===== src/hdl/esc_pkg.sv =====
// Shared types, register codes and constants of the sensor compensation pipeline.
package esc_pkg;

  // 32-bit two's-complement working word
  typedef logic signed [31:0] word_t;

  // Configuration register indexes
  typedef enum logic [2:0] {
    REG_TEMP_ONE    = 3'd0,
    REG_TEMP_TWO    = 3'd1,
    REG_TEMP_THREE  = 3'd2,
    REG_HUM_ONE     = 3'd3,
    REG_HUM_TWO     = 3'd4,
    REG_HUM_PACKED  = 3'd5
  } cfg_reg_t;

  // Temperature calibration set
  typedef struct packed {
    logic        [15:0] one;
    logic signed [15:0] two;
    logic signed [7:0]  three;
  } temp_cfg_t;

  // Humidity calibration set; bytes holds h3..h7, h3 in the low byte
  typedef struct packed {
    logic [11:0] one;
    logic [11:0] two;
    logic [39:0] bytes;
  } hum_cfg_t;

  localparam int CFG_ADDR_W = 3;
  localparam int CFG_DATA_W = 40;
  localparam int IN_DATA_W  = 40;
  localparam int OUT_DATA_W = 80;

  // Stage counts of the two halves and the whole pipeline
  localparam int TEMP_LAT = 5;
  localparam int HUM_LAT  = 16;
  localparam int PIPE_LAT = TEMP_LAT + HUM_LAT;

  // Unsigned 32-bit divide by 100: high product bits of n * M, shifted by 37
  localparam logic [31:0] DIV100_MUL   = 32'h51EB_851F;
  localparam int          DIV100_SHIFT = 37;

  localparam word_t TC_ROUND  = 32'sd128;
  localparam word_t HUM_BIAS  = 32'sd16384;
  localparam word_t HUM_SCALE = 32'sd1000;
  localparam word_t HUM_MAX   = 32'sd100000;

  // Sign-extend a calibration byte to a working word
  function automatic word_t sext8(input logic [7:0] v);
    return {{24{v[7]}}, v};
  endfunction

endpackage


===== src/hdl/esc_temp.sv =====
// Temperature compensation stages: fine temperature and hundredths of a degree.
module esc_temp (
  input  logic               clk,
  input  logic               en,
  input  logic [19:0]        raw_t,
  input  esc_pkg::temp_cfg_t cfg,
  output esc_pkg::word_t     fine,
  output esc_pkg::word_t     tc
);
  import esc_pkg::*;

  word_t a_r, a_nxt;
  word_t m1_r, hh_r, m1_nxt, hh_nxt, half;
  word_t b_r, q_r, b_nxt, q_nxt, hs;
  word_t fine_r, fine_nxt, qs;
  word_t fine5_r, tc_r, tc_sum, tc_nxt;
  word_t t2, t3x16;

  assign t2    = {{16{cfg.two[15]}}, cfg.two};
  assign t3x16 = sext8(cfg.three) <<< 4;

  always_comb begin
    // offset the raw word
    a_nxt    = {15'b0, raw_t[19:3]} - {15'b0, cfg.one, 1'b0};
    // linear term and square of the half offset
    half     = a_r >>> 1;
    m1_nxt   = a_r * t2;
    hh_nxt   = half * half;
    // scale both terms
    b_nxt    = m1_r >>> 11;
    hs       = hh_r >>> 12;
    q_nxt    = hs * t3x16;
    // sum into fine temperature
    qs       = q_r >>> 14;
    fine_nxt = b_r + qs;
    // centidegrees: (fine*5 + 128) >> 8
    tc_sum   = (fine_r <<< 2) + fine_r + TC_ROUND;
    tc_nxt   = tc_sum >>> 8;
  end

  always_ff @(posedge clk) begin
    if (en) begin
      a_r     <= a_nxt;
      m1_r    <= m1_nxt;
      hh_r    <= hh_nxt;
      b_r     <= b_nxt;
      q_r     <= q_nxt;
      fine_r  <= fine_nxt;
      fine5_r <= fine_r;
      tc_r    <= tc_nxt;
    end
  end

  assign fine = fine5_r;
  assign tc   = tc_r;

endmodule


===== config.mk =====
export PLATFORM = sky130hd
export DESIGN_NAME = esc_temp
export DESIGN_NICKNAME = d
export VERILOG_FILES = /design/src/hdl/esc_pkg.sv /design/src/hdl/esc_temp.sv
export SDC_FILE = /design/constraint.sdc
export NUM_CORES = 2
export LEC_CHECK = 0
export ABC_CLOCK_PERIOD_IN_PS = 8200
export BUFFER_PORTS_ARGS = -buffer_cell sky130_fd_sc_hd__buf_2
export CAP_MARGIN = 10
export CORE_UTILIZATION = 35
export CTS_BUF_LIST = sky130_fd_sc_hd__clkbuf_4 sky130_fd_sc_hd__clkbuf_8 sky130_fd_sc_hd__clkbuf_16
export DETAILED_ROUTE_END_ITERATION = 12
export GPL_TIMING_DRIVEN = 0
export PLACE_DENSITY_LB_ADDON = 0.08
export SLEW_MARGIN = 15
export SYNTH_ARGS = -nofsm -noshare
export SYNTH_HDL_FRONTEND = slang
export SYNTH_SLANG_ARGS = --single-unit

===== constraint.sdc =====
create_clock -name clk -period 8.2 [get_ports clk]
set_input_delay 0.41 -clock clk [delete_from_list [all_inputs] [get_ports clk]]
set_output_delay 0.41 -clock clk [all_outputs]
set_load 0.02 [all_outputs]

==> reports/qor.yml <==
outcome:
  status: "finished clean"
sta:
  tns_ps: 0
  period_share_pct: 94.92
  max_clock_freq_mhz: 128.5
  fin_skew_ps: 34.88
  final-hold-violation-count: 0
  fin_crit_ps: 7784
  holdWs_ps: 62.51
  grt_setup_unrepaired: "false"
  tightest_slew_ps: 1208
  setup_viol: 0
  drv_slew: 0
  relSlewSlack_pct: 19.48
clocking:
  clockRootBuffer: "clkbuf_16"
  numClockSinks: 166
  numCtsBuffers: 17
  clk-insertion-delay-late_ps: 510
  cts_max_level: 4
  cts_tree: "yes"
  cts_setup_buffers: 0
  cts_max_path_buffers: 2
  clkTransAtPathRegs_ps: 100
global_route:
  grt_util_met1_pct: 26.77
  grt_use_total_pct: 19.60
  top_usage_layer: "met2"
  grt_pass1_vias: 23150
  grt_pass1_wl_mm: 137.0
  use_met3_pct: 2.730
  globalRouteOverflowTotal: 0
  antenna_found_initial: 2
  grt_max_degree: 92
  grt_use_met2_pct: 33.05
synthesis:
  syn_avg_cell_area_um2: 10.04
  async_flop_share_pct: 0
  synth-seq-area-share_pct: 15.57
  synth-edff-count: 166
  ys_seq_elements: 166
  synthMostInstantiatedCell: "inv_1"
  ys_types: 63
  synth_area_mm2: 0.03201
  ys.warnings.count: 0
  synth_top_cell_by_area: "fa_1"
  synthCells: 3187
  synth_top_cells_by_area: "fa_1 (41%), edfxtp_1 (16%), ha_1 (11%), inv_1 (9.9%), and2_1 (5.6%)"
  yosys.area.top_type_share_pct: 41.09
  synth_nets: 4197
  synthTopCellsByCount: "inv_1 (841), fa_1 (657), ha_1 (291)"
  dominantRegCellSynth: "edfxtp_1"
drt:
  vias: 20720
  drc_errors: 0
  dr.first_iter.drc_count: 852
  drt_pass1_iterations: 5
  routed_via_density: 4.600
  wl_per_cell_um: 19.35
  wl_mm: 87.19
  ant_nets: 0
floorplanning:
  coreArea_mm2: 0.09029
  die_area_mm2: 0.09268
  die_w_um: 304.4
  fp.dieH_um: 304.4
  rows: 110
  io_pins: 126
  start_util_pct: 35.46
final_layout:
  syn2layout_area_growth_pct: 8.290
  nets: 4326
  n_antenna_cell: 0
  layout-drive-gt1-share_pct: 5.557
placed_design:
  dpl.hpwl_mm: 73.55
  portBuffers: 109
  gp_congestion: 0.8977
job:
  drv_cap: 0
setup_path:
  path_delay_family: "adder cells"
  path_cells: "clkbuf_1 > clkbuf_1 > nand2_1 > fa_1 > inv_1 > fa_1 > fa_1 > fa_1 > fa_1 > inv_1 > fa_1 > inv_1 > ha_1 > a21o_1 > a21oi_1 > o221ai_1 > or3_1 > o311ai_4 > a21oi_2 > a21o_1 > a21oi_2 > xnor2_1"
  worstPathMaxFanout: 10
  path_class: "reg -> reg"
  cp_slowest_cell: "clkbuf_1"
  startpoint_type: "flip-flop"
  max_stage_delay_ps: 770
  critical_path_required_ps: 8430
  crit_buf_inv: 5
  timing.critical_path.mode_cell: "fa_1"
  crit_arrival_ps: 8010
  cp-end-kind: "flip-flop"
min_path:
  hp-class: "in -> reg"
-- cells by family (layout without fill, tap and decap cells) --
| logic type | count (synthesis) | in the layout | synth area share, % |
|---|---|---|---|
| AO/OA/AOI/OAI | 216 | 216 | 4.620 |
| XOR/XNOR | 141 | 141 | 3.858 |
| buffers and inverters | 952 | 1094 | 11.38 |
| flip-flops | 166 | 166 | 15.57 |
| multiplexers | 1 | 1 | 0.03517 |
| AND/OR/NAND/NOR | 763 | 763 | 12.08 |
| adder cells (fa/ha/maj) | 948 | 948 | 52.46 |
-- final timing paths --
path	start	end	slack, ps	cells past startpoint
max	a_r[12]	m1_r[31]	420	22
min	raw_t[3]	a_r[0]	60	1
max reg2reg	a_r[12]	m1_r[31]	420	22
min reg2reg	m1_r[25]	b_r[14]	420	0
-- final cells by class --
class / instances / area (um^2)
Sequential cell: 166 / 4985
Inverter: 841 / 3157
Fill cell: 9107 / 55620
Tap cell: 1176 / 1471
Timing Repair Buffer: 110 / 583.1
Buffer: 111 / 493.0
Clock inverter: 15 / 166.4
Clock buffer: 17 / 425.4
Multi-Input combinational cell: 2069 / 23380
-- layer usage --
metal	share of wire, %	up-vias
li1	-	9740
met2	48	349
met5	0.0092	-
met3	3.7	66
met4	1.5	2
met1	47	10570
-- through the flow --
step | utilization [%] | instance area (um^2) | setup slack [ps] | std cells
after CTS | 38.39 | 34660 | 256.0 | 4505
after detailed placement | 37.73 | 34070 | 296.7 | 4473
after global routing | 38.40 | 34670 | 179.9 | 4505
after floorplan | - | 32010 | 1942 | 3187
final | 38.40 | 34670 | 416.3 | 4505
after global placement | 37.69 | 34030 | 286.8 | 4472
-- state kept, by name (all words and copies together), names as in the netlist --
signal and flops:
tc 24, fine 22, fine_r 22, b_r 21, m1_r 21, hh_r 20, a_r 18, q_r 18
-- cells in the final DEF, fill, tap and decap left out, types with 4 or more instances in the layout --
cell type and instances:
or2_2 7, fa_1 657, a31oi_1 10, nor2_1 79, and3_1 8, xor2_1 38, a31o_2 4, a21oi_1 57
a21o_1 34, nor2b_1 24, a211oi_1 4, inv_1 841, buf_2 109, a21boi_0 8, clkbuf_16 17, and4_1 4
nand3_1 9, clkinv_8 5, and2_1 286, nand4_1 5, edfxtp_1 166, o21a_1 10, clkbuf_1 90, o211ai_1 4
buf_4 18, or3_1 4, nand2b_1 38, o21bai_1 5, nor3_1 9, xnor2_1 103, o31ai_1 5, nand2_1 283
o21ai_0 36, ha_1 291
-- repair_timing --
item	4_1_cts	5_1_grt
hold buffers	0	0
endpoints found under the setup margin	0	1
gates resized for setup	0	4
Power is not shown: default switching activity piles up to over one toggle a cycle in this logic, so the estimate is an artifact.
